File: config.mk
export PLATFORM = sky130hd
export DESIGN_NAME = prufer_sequence_decoder
export DESIGN_NICKNAME = d
export VERILOG_FILES = /design/src/sv/psd_pkg.sv /design/src/sv/psd_occ_mem.sv /design/src/sv/prufer_sequence_decoder.sv
export SDC_FILE = /design/constraint.sdc
export NUM_CORES = 2
export LEC_CHECK = 0
export BUFFER_PORTS_ARGS = -buffer_cell sky130_fd_sc_hd__buf_4
export CORE_AREA = 2 2 253 317
export CTS_CLUSTER_SIZE = 12
export DETAILED_ROUTE_END_ITERATION = 10
export DIE_AREA = 0 0 255 319
export GPL_TIMING_DRIVEN = 0
export PLACE_DENSITY = 0.85
export SLEW_MARGIN = 15
export SYNTH_ARGS = -nofsm -noshare
export SYNTH_HDL_FRONTEND = slang
export SYNTH_HIERARCHICAL = 1
export SYNTH_SLANG_ARGS = --single-unit
File: constraint.sdc
create_clock -name clk -period 6.3 [get_ports clk]
set_input_delay 0 -clock clk [delete_from_list [all_inputs] [get_ports clk]]
set_output_delay 0 -clock clk [all_outputs]
set_load 0.02 [all_outputs]
File: src/sv/psd_pkg.sv
// shared constants and control types for the pruefer sequence decoder
package psd_pkg;

  // default vertex capacity of the tree
  localparam int MAX_VERTICES_DEF = 64;

  // fixed field widths
  localparam int CODE_W = 7;
  localparam int LEN_W  = 6;
  localparam int CNT_W  = 7;

  // saturation value of the occurrence and load counters
  localparam logic [CNT_W-1:0] CNT_MAX = '1;

  // controls of the occurrence count store
  typedef struct packed {
    logic rd_en;
    logic wr_en;
    logic clear;
  } occ_ctrl_t;

endpackage

File: src/sv/psd_occ_mem.sv
// occurrence count store: synchronous memory with valid bits and write forwarding
module psd_occ_mem #(
  parameter int MAX_VERTICES = psd_pkg::MAX_VERTICES_DEF
) (
  input  logic                           clk,
  input  logic                           rst,
  input  psd_pkg::occ_ctrl_t             ctrl,
  input  logic [$clog2(MAX_VERTICES)-1:0] rd_addr,
  input  logic [$clog2(MAX_VERTICES)-1:0] wr_addr,
  input  logic [psd_pkg::CNT_W-1:0]      wr_data,
  output logic [psd_pkg::CNT_W-1:0]      rd_cnt,
  output logic [MAX_VERTICES-1:0]        nonzero
);

  logic [psd_pkg::CNT_W-1:0] mem [MAX_VERTICES];
  logic [psd_pkg::CNT_W-1:0] rd_q;
  logic                      nz_q;
  logic                      fwd;
  logic [psd_pkg::CNT_W-1:0] fwd_data;

  // memory write and registered read, with a bypass of a same-cycle write
  always_ff @(posedge clk) begin
    if (ctrl.wr_en) begin
      mem[wr_addr] <= wr_data;
    end
    if (ctrl.rd_en) begin
      rd_q     <= mem[rd_addr];
      nz_q     <= nonzero[rd_addr];
      fwd      <= ctrl.wr_en && (wr_addr == rd_addr);
      fwd_data <= wr_data;
    end
  end

  // one valid bit per entry: an entry not marked reads as zero
  always_ff @(posedge clk) begin
    if (rst || ctrl.clear) begin
      nonzero <= '0;
    end else if (ctrl.wr_en) begin
      nonzero[wr_addr] <= (wr_data != '0);
    end
  end

  // effective count of the last read
  assign rd_cnt = fwd ? fwd_data : (nz_q ? rd_q : '0);

endmodule

File: src/sv/prufer_sequence_decoder.sv
// Pruefer sequence decoder: loads code words one per cycle, then streams the tree's edges.
// A load word (tuser low) is taken whenever the block is idle. A decode word (tuser high) checks the loaded
// sequence and then streams seq_length edge words, one per cycle while the output is not held off,
// followed by the final word with tlast high. Each code passes through a three-step chain: code
// store read, count read and leaf search over the free-vertex vector, pipelined with forwarding
// into the count store. A malformed sequence gives one word with tuser and tlast high and zero
// labels instead. No input word is taken while a decode is running; the stores are cleared as
// it ends.
module prufer_sequence_decoder #(
  parameter int MAX_VERTICES = psd_pkg::MAX_VERTICES_DEF
) (
  input  logic        clk,
  input  logic        rst,
  input  logic        cfg_we,
  input  logic [5:0]  cfg_wdata,   // seq_length
  input  logic        s_tvalid,
  output logic        s_tready,
  input  logic [7:0]  s_tdata,     // [6:0] code_value, [7] zero
  input  logic        s_tuser,     // action
  output logic        m_tvalid,
  input  logic        m_tready,
  output logic [15:0] m_tdata,     // [6:0] edge_first, [13:7] edge_second, [15:14] zero
  output logic        m_tlast,     // last_edge
  output logic        m_tuser      // bad_input
);

  localparam int AW  = $clog2(MAX_VERTICES);
  localparam int CD  = MAX_VERTICES - 2;
  localparam int CAW = (CD > 1) ? $clog2(CD) : 1;
  localparam int CW  = psd_pkg::CODE_W;

  typedef enum logic [3:0] {
    ST_IDLE  = 4'b0001,
    ST_RUN   = 4'b0010,
    ST_FINAL = 4'b0100,
    ST_ERR   = 4'b1000
  } state_t;

  // smallest set bit of a vertex vector, with a found flag on top
  function automatic logic [AW:0] find_first(input logic [MAX_VERTICES-1:0] vec);
    logic [AW:0] r;
    r = '0;
    for (int v = MAX_VERTICES - 1; v >= 0; v--) begin
      if (vec[v]) begin
        r = {1'b1, AW'(v)};
      end
    end
    return r;
  endfunction

  state_t                     state;
  logic [psd_pkg::LEN_W-1:0]  seq_len;
  logic [psd_pkg::CNT_W-1:0]  loaded_cnt;
  logic                       err_flag;
  logic [CW-1:0]              max_code;
  logic [MAX_VERTICES-1:0]    removed;
  logic                       lb_v;
  logic [AW-1:0]              lb_addr;
  logic [psd_pkg::LEN_W-1:0]  rd_idx;
  logic                       s1_v;
  logic                       s2_v;
  logic [CW-1:0]              cs_q;
  logic [CW-1:0]              s2_code;
  logic                       out_valid;
  logic [CW-1:0]              out_first;
  logic [CW-1:0]              out_second;
  logic                       out_last;
  logic                       out_bad;

  logic [CW-1:0] code_mem [CD];

  logic [CW-1:0]             in_code;
  logic [CW-1:0]             n;
  logic                      accept;
  logic                      load_acc;
  logic                      dec_acc;
  logic                      code_ok;
  logic                      bad;
  logic                      adv;
  logic                      issue;
  logic                      s2_fire;
  logic                      fin_fire;
  logic                      err_fire;
  logic [MAX_VERTICES-1:0]   nonzero;
  logic [MAX_VERTICES-1:0]   free_vec;
  logic [MAX_VERTICES-1:0]   free_b;
  logic [AW:0]               first_a;
  logic [AW:0]               first_b;
  logic [CW-1:0]             lbl_a;
  logic [CW-1:0]             lbl_b;
  psd_pkg::occ_ctrl_t        occ_ctrl;
  logic [AW-1:0]             occ_rd_addr;
  logic [AW-1:0]             occ_wr_addr;
  logic [psd_pkg::CNT_W-1:0] occ_wr_data;
  logic [psd_pkg::CNT_W-1:0] occ_cnt;

  // handshake and sequence checks
  assign in_code  = s_tdata[CW-1:0];
  assign n        = CW'(seq_len) + CW'(2);
  assign s_tready = (state == ST_IDLE);
  assign accept   = s_tvalid && s_tready;
  assign load_acc = accept && !s_tuser;
  assign dec_acc  = accept && s_tuser;
  assign code_ok  = (in_code != '0) && (in_code <= CW'(MAX_VERTICES));
  assign bad      = err_flag || (loaded_cnt != psd_pkg::CNT_W'(seq_len)) ||
                    (n > CW'(MAX_VERTICES)) || (max_code > n);
  assign adv      = !out_valid || m_tready;
  assign issue    = (state == ST_RUN) && (rd_idx < seq_len);
  assign s2_fire  = s2_v && adv;
  assign fin_fire = (state == ST_FINAL) && adv;
  assign err_fire = (state == ST_ERR) && adv;

  // free vertices: zero count, not removed, inside the tree
  always_comb begin
    for (int v = 0; v < MAX_VERTICES; v++) begin
      free_vec[v] = !nonzero[v] && !removed[v] && (CW'(v) < n);
    end
  end

  // leaf search, and the second free vertex for the final word
  always_comb begin
    first_a = find_first(free_vec);
    free_b  = free_vec;
    if (first_a[AW]) begin
      free_b[first_a[AW-1:0]] = 1'b0;
    end
    first_b = find_first(free_b);
    lbl_a   = first_a[AW] ? CW'(first_a[AW-1:0]) + CW'(1) : '0;
    lbl_b   = first_b[AW] ? CW'(first_b[AW-1:0]) + CW'(1) : '0;
  end

  // count store access: increment on load, decrement on each edge
  always_comb begin
    occ_ctrl.rd_en = (load_acc && code_ok) || (adv && s1_v);
    occ_ctrl.wr_en = lb_v || (s2_fire && (occ_cnt != '0));
    occ_ctrl.clear = fin_fire || err_fire;
    occ_rd_addr    = load_acc ? AW'(in_code - CW'(1)) : AW'(cs_q - CW'(1));
    occ_wr_addr    = lb_v ? lb_addr : AW'(s2_code - CW'(1));
    if (lb_v) begin
      occ_wr_data = (occ_cnt == psd_pkg::CNT_MAX) ? occ_cnt : occ_cnt + 1'b1;
    end else begin
      occ_wr_data = occ_cnt - 1'b1;
    end
  end

  psd_occ_mem #(
    .MAX_VERTICES(MAX_VERTICES)
  ) u_occ (
    .clk     (clk),
    .rst     (rst),
    .ctrl    (occ_ctrl),
    .rd_addr (occ_rd_addr),
    .wr_addr (occ_wr_addr),
    .wr_data (occ_wr_data),
    .rd_cnt  (occ_cnt),
    .nonzero (nonzero)
  );

  // control state
  always_ff @(posedge clk) begin
    if (rst) begin
      state      <= ST_IDLE;
      seq_len    <= '0;
      loaded_cnt <= '0;
      err_flag   <= 1'b0;
      max_code   <= '0;
      removed    <= '0;
      lb_v       <= 1'b0;
      rd_idx     <= '0;
      s1_v       <= 1'b0;
      s2_v       <= 1'b0;
      out_valid  <= 1'b0;
    end else begin
      if (cfg_we) begin
        seq_len <= cfg_wdata;
      end
      lb_v <= load_acc && code_ok;
      if (load_acc) begin
        if (loaded_cnt != psd_pkg::CNT_MAX) begin
          loaded_cnt <= loaded_cnt + 1'b1;
        end
        if (!code_ok) begin
          err_flag <= 1'b1;
        end else if (in_code > max_code) begin
          max_code <= in_code;
        end
      end
      // output word valid: set by an edge, final or error word, cleared when taken
      if (s2_fire || fin_fire || err_fire) begin
        out_valid <= 1'b1;
      end else if (m_tready) begin
        out_valid <= 1'b0;
      end
      case (state)
        ST_IDLE: begin
          if (dec_acc) begin
            rd_idx <= '0;
            if (bad) begin
              state <= ST_ERR;
            end else if (seq_len == '0) begin
              state <= ST_FINAL;
            end else begin
              state <= ST_RUN;
            end
          end
        end
        ST_RUN: begin
          if (adv) begin
            if (issue) begin
              rd_idx <= rd_idx + 1'b1;
            end
            s1_v <= issue;
            s2_v <= s1_v;
          end
          if (s2_fire) begin
            if (first_a[AW]) begin
              removed[first_a[AW-1:0]] <= 1'b1;
            end
          end
          if (!issue && !s1_v && !s2_v) begin
            state <= ST_FINAL;
          end
        end
        ST_FINAL, ST_ERR: begin
          if (adv) begin
            loaded_cnt <= '0;
            err_flag   <= 1'b0;
            max_code   <= '0;
            removed    <= '0;
            state      <= ST_IDLE;
          end
        end
        default: begin
          state <= ST_IDLE;
        end
      endcase
    end
  end

  // code store and pipeline payload
  always_ff @(posedge clk) begin
    if (load_acc && (loaded_cnt < psd_pkg::CNT_W'(CD))) begin
      code_mem[loaded_cnt[CAW-1:0]] <= in_code;
    end
    if (adv && issue) begin
      cs_q <= code_mem[rd_idx[CAW-1:0]];
    end
    if (adv && s1_v) begin
      s2_code <= cs_q;
    end
    if (load_acc) begin
      lb_addr <= AW'(in_code - CW'(1));
    end
  end

  // output word register
  always_ff @(posedge clk) begin
    if (s2_fire) begin
      out_first  <= lbl_a;
      out_second <= s2_code;
      out_last   <= 1'b0;
      out_bad    <= 1'b0;
    end else if (fin_fire) begin
      out_first  <= lbl_a;
      out_second <= lbl_b;
      out_last   <= 1'b1;
      out_bad    <= 1'b0;
    end else if (err_fire) begin
      out_first  <= '0;
      out_second <= '0;
      out_last   <= 1'b1;
      out_bad    <= 1'b1;
    end
  end

  assign m_tvalid = out_valid;
  assign m_tdata  = {2'b00, out_second, out_first};
  assign m_tlast  = out_last;
  assign m_tuser  = out_bad;

`ifndef SYNTH
  // a checked sequence always has a nonzero count for the code being consumed
  a_count_live: assert property (@(posedge clk) disable iff (rst)
    s2_fire |-> (occ_cnt != '0))
    else $error("decode step read a zero occurrence count");

  // a checked sequence always offers a leaf
  a_leaf_found: assert property (@(posedge clk) disable iff (rst)
    s2_fire |-> first_a[AW])
    else $error("no free vertex for an edge");

  // two vertices remain at the end of a decode
  a_final_pair: assert property (@(posedge clk) disable iff (rst)
    fin_fire |-> (first_a[AW] && first_b[AW]))
    else $error("final word lacks two free vertices");

  // load increments and decode decrements never share the write port
  a_port_excl: assert property (@(posedge clk) disable iff (rst)
    !(lb_v && s2_v))
    else $error("load write overlaps a decode step");
`endif

endmodule

; Word-level counts from Yosys, hierarchy flattened
; Memories as Yosys holds them, arrays and structs flattened. A register that Yosys moved wholly into a read port is not among the register bits.
; Index checks and enable logic that the tools add are counted.
; W data, S select, Z words.
[classes]
eq_ne = 15
n_lt_le_gt_ge = 75
bitwise_logic = 3
n_reduce_logical = 304
add_sub_neg = 10
mux = 184
[op_table]
columns = op, count
row1 = $mux W7, 148
row2 = $mux W64, 4
row3 = $lt A6 B7 Y1 const A, 32
row4 = $logic_and A1 B1 Y1, 146
row5 = $logic_not A1 Y1, 133
row6 = $pmux W64 S2, 1
row7 = $lt A5 B7 Y1 const A, 16
row8 = $and A64 B64 Y64, 1
row9 = $bwmux W64, 1
row10 = $not A64 Y64, 1
row11 = $or A64 B64 Y64, 1
row12 = $lt A4 B7 Y1 const A, 8
row13 = $mux W6, 5
row14 = $lt A3 B7 Y1 const A, 4
row15 = $lt A6 B7 Y1 const B, 3
row16 = $reduce_bool A7 Y1, 3
row17 = $sub A6 B1 Y6 const B, 3
row18 = $mux W4, 4
row19 = $mux W1, 15
row20 = $add A6 B1 Y7 const B, 2
row21 = $add A7 B1 Y7 const B, 2
row22 = $gt A7 B7 Y1, 2
row23 = $lt A1 B7 Y1 const A, 2
row24 = $lt A2 B7 Y1 const A, 2
row25 = 31 further kinds, 52
[totals]
mem_bits_rw = 882
inputBits = 20
word_cells = 614
memories = 2
ff_bits = 201
output_inout_bits = 20
[memory_table]
columns = memory, depth, width, rd, rd_ports_with_merged_regs, write_ports, line_no
row1 = u_occ.mem, 64, 7, 1, 1, 1, psd_occ_mem.sv:15  ; logic [psd_pkg::CNT_W-1:0] mem [MAX_VERTICES];
row2 = code_mem, 62, 7, 1, 1, 1, prufer_sequence_decoder.sv:70  ; logic [CW-1:0] code_mem [CD];

; Depth between registers and ports, before layout
[logic_depth]
word_depth = 142
mapped_depth = 27

; Cells and area by module
; The synthesis kept the hierarchy.
[modules_own_cells]
columns = mod, n_inst, cells_per_inst, area_per_inst_um2
row1 = prufer_sequence_decoder, 1, 2141, 28019.4
row2 = psd_occ_mem, 1, 1149, 20841.2

; Least setup slack after synthesis
; Ideal clock, no wire load.
[synth_path]
path_kind = register to register
startpoint = register seq_len[1] in the netlist's numbering
endpoint = register out_second[4], data pin
arrival_time_ns = 5.225
path_stages_with_launch = 22
t_required_ns = 6.039
n_path_buf = 1
slack_ns = 0.814
setup_ns = 0.261
cell_sequence = dfxtp_1 > buf_2 > inv_1 > ha_1 > clkinv_1 > nand2_1 > o21a_1 > o31a_1 > or3_1 > a311o_1 > a311oi_4 > nand3_2 > or4b_1 > o21a_1 > a2111oi_2 > o221ai_1 > a211oi_2 > nor2_1 > ha_1 > nand3_1 > xor2_1 > o21ai_0
[synth_between]
elab_chain_len = 142
elab_cells_between_ends = 269
cone_classes = 2 x add/sub / 66 x order compare / 134 x mux / 2 x bitwise / 65 x reduce/logical
[synth_lines]
columns = element, line_no
row1 = from (decl), prufer_sequence_decoder.sv:52  ; logic [psd_pkg::LEN_W-1:0] seq_len;
row2 = from (signal assigned), prufer_sequence_decoder.sv:175  ; seq_len <= cfg_wdata;
row3 = $add A6 B2 Y7 *, prufer_sequence_decoder.sv:99  ; assign n = CW'(seq_len) + CW'(2);
row4 = $lt A6 B7 Y1, prufer_sequence_decoder.sv:116  ; free_vec[v] = !nonzero[v] && !removed[v] && (CW'(v) < n);
row5 = $logic_and A1 B1 Y1, prufer_sequence_decoder.sv:116
row6 = $mux W7 (64 in a row), prufer_sequence_decoder.sv:44  ; if (vec[v]) begin
row7 = $lt A6 B7 Y1 (not written as such) or $ge A6 B1 Y1 (tied branches), prufer_sequence_decoder.sv:125  ; free_b[first_a[AW-1:0]] = 1'b0;
row8 = $logic_and A1 B1 Y1 (not written as such), prufer_sequence_decoder.sv:125
row9 = $mux W1 (not written as such), prufer_sequence_decoder.sv:125
row10 = $demux W1 S6, prufer_sequence_decoder.sv:125
row11 = $not A64 Y64 (no line), -
row12 = $and A64 B64 Y64 (no line), -
row13 = $mux W64 *, prufer_sequence_decoder.sv:124  ; if (first_a[AW]) begin
row14 = $mux W7 (63 in a row), prufer_sequence_decoder.sv:44
row15 = $mux W7 *, prufer_sequence_decoder.sv:44
row16 = $add A6 B1 Y7, prufer_sequence_decoder.sv:129  ; lbl_b = first_b[AW] ? CW'(first_b[AW-1:0]) + CW'(1) : '0;
row17 = $mux W7 *, prufer_sequence_decoder.sv:129
row18 = $mux W7 *, prufer_sequence_decoder.sv:263  ; end else if (fin_fire) begin
row19 = $mux W7 *, prufer_sequence_decoder.sv:258  ; if (s2_fire) begin
row20 = to (signal assigned), prufer_sequence_decoder.sv:260  ; out_second <= s2_code;
row21 = to (signal assigned), prufer_sequence_decoder.sv:265  ; out_second <= lbl_b;
row22 = to (decl), prufer_sequence_decoder.sv:66  ; logic [CW-1:0] out_second;
; Mark *: on every way between the ends. The rest lies on a longest branch, timed or not.
; A chain may end at the register's enable or synchronous reset.

; Worst setup path after layout
[layout_path]
startpoint = register seq_len[2] in the netlist's numbering
endpoint = register out_second[4], data pin
; The elaborated chain is that of the path after synthesis.

==> metrics.yaml <==
start_util_pct: 62.3
gp_congestion: 1.04
worst-setup-path-type: "register to register"
arrival_ns: 6.72
multi_input_area_mm2: 0.0174
met1_length_um: 53400
clk_pin_slew_ns: 0.07
first_pass_iters: 8
rows: 115
cp.required_ns: 6.71
power_leakage_nw: 17.6
critPathLaunchType: "register"
async_reset_ff_share_pct: 0
r2r_slack_ns: -0.01
antenna_found_initial: 1
grt_max_degree: 69
root_buffer: "clkbuf_16"
synth_edf_count: 932
fill_cells: 4827
tightest_slew_ns: 1.25
setup_tns_ns: -0.0139
min_period_ns: 6.31
skew_ns: 0.0763
max-vdd-ir-drop_v: 0.000332
end_kind: "register"
clk_path_buf_depth: 3
hp-class: "input port to register"
grt_overflow: 0
syn_area_mm2: 0.0489
post-route-period-util_pct: 100
grt_pass1_vias: 33832
synth_top_flop_cell: "edfxtp_1"
drtIter0Drc: 4991
cts-htree-levels: 3
dp_hpwl_um: 111000
dieArea_mm2: 0.0813
area_delta_synth_final_pct: 13.7
final_common_cell: "edfxtp_1"
ys_seq_area_share_pct: 64.0
tritoncts: "yes"
path_max_fanout: 10
synth.distinct_cells: 119
netlist_instances: 3290
reg2reg_depth: 26
fmax_mhz: 158
hold_depth: 3
syn_avg_cell_area_um2: 14.9
ys_ff_latch: 1097
core_area_mm2: 0.0784
violations: "negative setup slack"
die_h_um: 319
power_density_mw_per_mm2: 331
top_layer_used: "met5"
routedWlPerCell_um: 35.1
slew_headroom_pct: 16.3
drc: 0
drive_gt1_share_pct: 21.3
final-setup-viol-count: 1
pin_count: 40
layout_setup_ws_ns: -0.0139
regArea_mm2: 0.0313
vias: 34133
cap_viol_max_count: 0
cts_buffers: 105
fin_nets: 3577
die_w_um: 255
status: "finished, violations left"
cts_sinks: 1097
grt_use_total_pct: 40.9
via_per_inst: 7.34
routed-wl-met2_um: 77500
wl_met3_um: 18200
post-place-ws_ns: -1.67
utilization_pct: 70.8
slew_viol_final: 0
ant_nets: 0
hold_viol_final: 0
yosys_warnings: 6
grt_pass1_wl_um: 235000
final_cell_mix: "edfxtp_1, nor2_1, mux4_2"
drt-total-wl_um: 163000
portBuffers: 35
clk_latency_ns: 0.75
## area by class of cell
cell class                      instances  share of cell area (%)
Inverter                               39                   0.286
Timing Repair Buffer                  126                    2.17
Tap cell                             1053                    2.37
Clock buffer                          159                    5.18
Sequential cell                      1097                    56.3
Clock inverter                         18                   0.570
Multi-Input combinational cell       1967                    31.3
Antenna cell                            2                 0.00901
Buffer                                187                    1.73
## state kept, by name, indices dropped and copies added, names as in the netlist, 4 cells and up
signal	cells
cs_q	7
max_code	7
loaded_cnt	7
out_first	7
code_mem	434
rd_idx	6
seq_len	6
u_occ/fwd_data	7
u_occ/mem	448
u_occ/nonzero	64
state	4
removed	64
lb_addr	6
out_second	7
s2_code	7
u_occ/rd_q	7
## layer usage
layer | global-route usage (%) | up-vias
li1 | - | 13536
met1 | 49.9 | 16896
met2 | 65.3 | 2901
met3 | 9.26 | 798
met4 | 27.2 | 2
met5 | 0 | -
## power by group
group	internal (mW)	switching, mW
Clock	3.28	2.81
Combinational	1.43	2.53
Sequential	8.28	0.0554
## critical path, cell delays in order, from the launching register on
cell       delay [ns]
dfxtp_4          0.40
ha_1             0.23
buf_4            0.18
and2_1           0.17
buf_6            0.17
a21o_4           0.29
buf_4            0.23
a2111oi_4        0.45
buf_4            0.19
a221oi_2         0.04
o21bai_1         0.27
o2111ai_2        0.25
a31o_2           0.36
buf_4            0.17
a21oi_4          0.34
a31oi_1          0.25
a211oi_2         0.32
nand2_1          0.08
o211ai_1         0.36
a2111oi_4        0.12
buf_4            0.18
o21ai_2          0.23
o22ai_2          0.13
ha_4             0.21
nand3_1          0.08
xor2_1           0.17
o21ai_0          0.10
## through the flow
step	total power [mW]	area [µm²]	instances	hold WS, ns
floorplan	10.7	48900	3291	0.0694
global route	18.7	55500	4646	0.192
CTS	18.2	55000	4628	0.113
detailed placement	12.1	50900	4396	0.244
global placement	11.9	50400	4379	0.232
finish	18.4	55600	4648	0.160
## Yosys cell counts, types with 22 or more instances
cell,count,area (µm²)
clkbuf_1,99,372
nand4_1,24,150
o21ai_0,140,701
nor2_1,362,1360
o21ai_1,25,125
edfxtp_1,932,28000
ha_1,34,425
mux2i_1,49,490
xor2_1,26,228
nor3_1,47,235
buf_2,36,180
a21oi_1,196,981
buf_1,23,86.3
nand2_1,182,683
nand3_1,51,255
mux4_2,275,6190
inv_1,37,139
xnor2_1,22,193
dfxtp_1,165,3300
## kinds of logic after synthesis
family	synth area share [%]
DFF	64.0
and+or+nand+nor	8.42
AOI/OAI and AO/OA	9.69
muxes	13.9
buffers and inverters	2.15
xor gates and xnor gates	0.860
adders and majority gates	0.935
other	0.00767
## worst paths after layout
path                                  from       endpoint
worst min-delay path                   rst       state[2]
worst max register to register  seq_len[2]  out_second[4]
worst max-delay path            seq_len[2]  out_second[4]
worst min register to register     cs_q[6]     s2_code[6]
## repair_timing
item | in CTS | in global routing
setup endpoints to repair | 8 | 7
hold buffers | 26 | 0
resized for setup | 106 | 82
pin swaps | 17 | 22
endpoints found under the hold margin | 455 | 0
setup buffers | 30 | 18
Power figures use the tool's default switching activity.
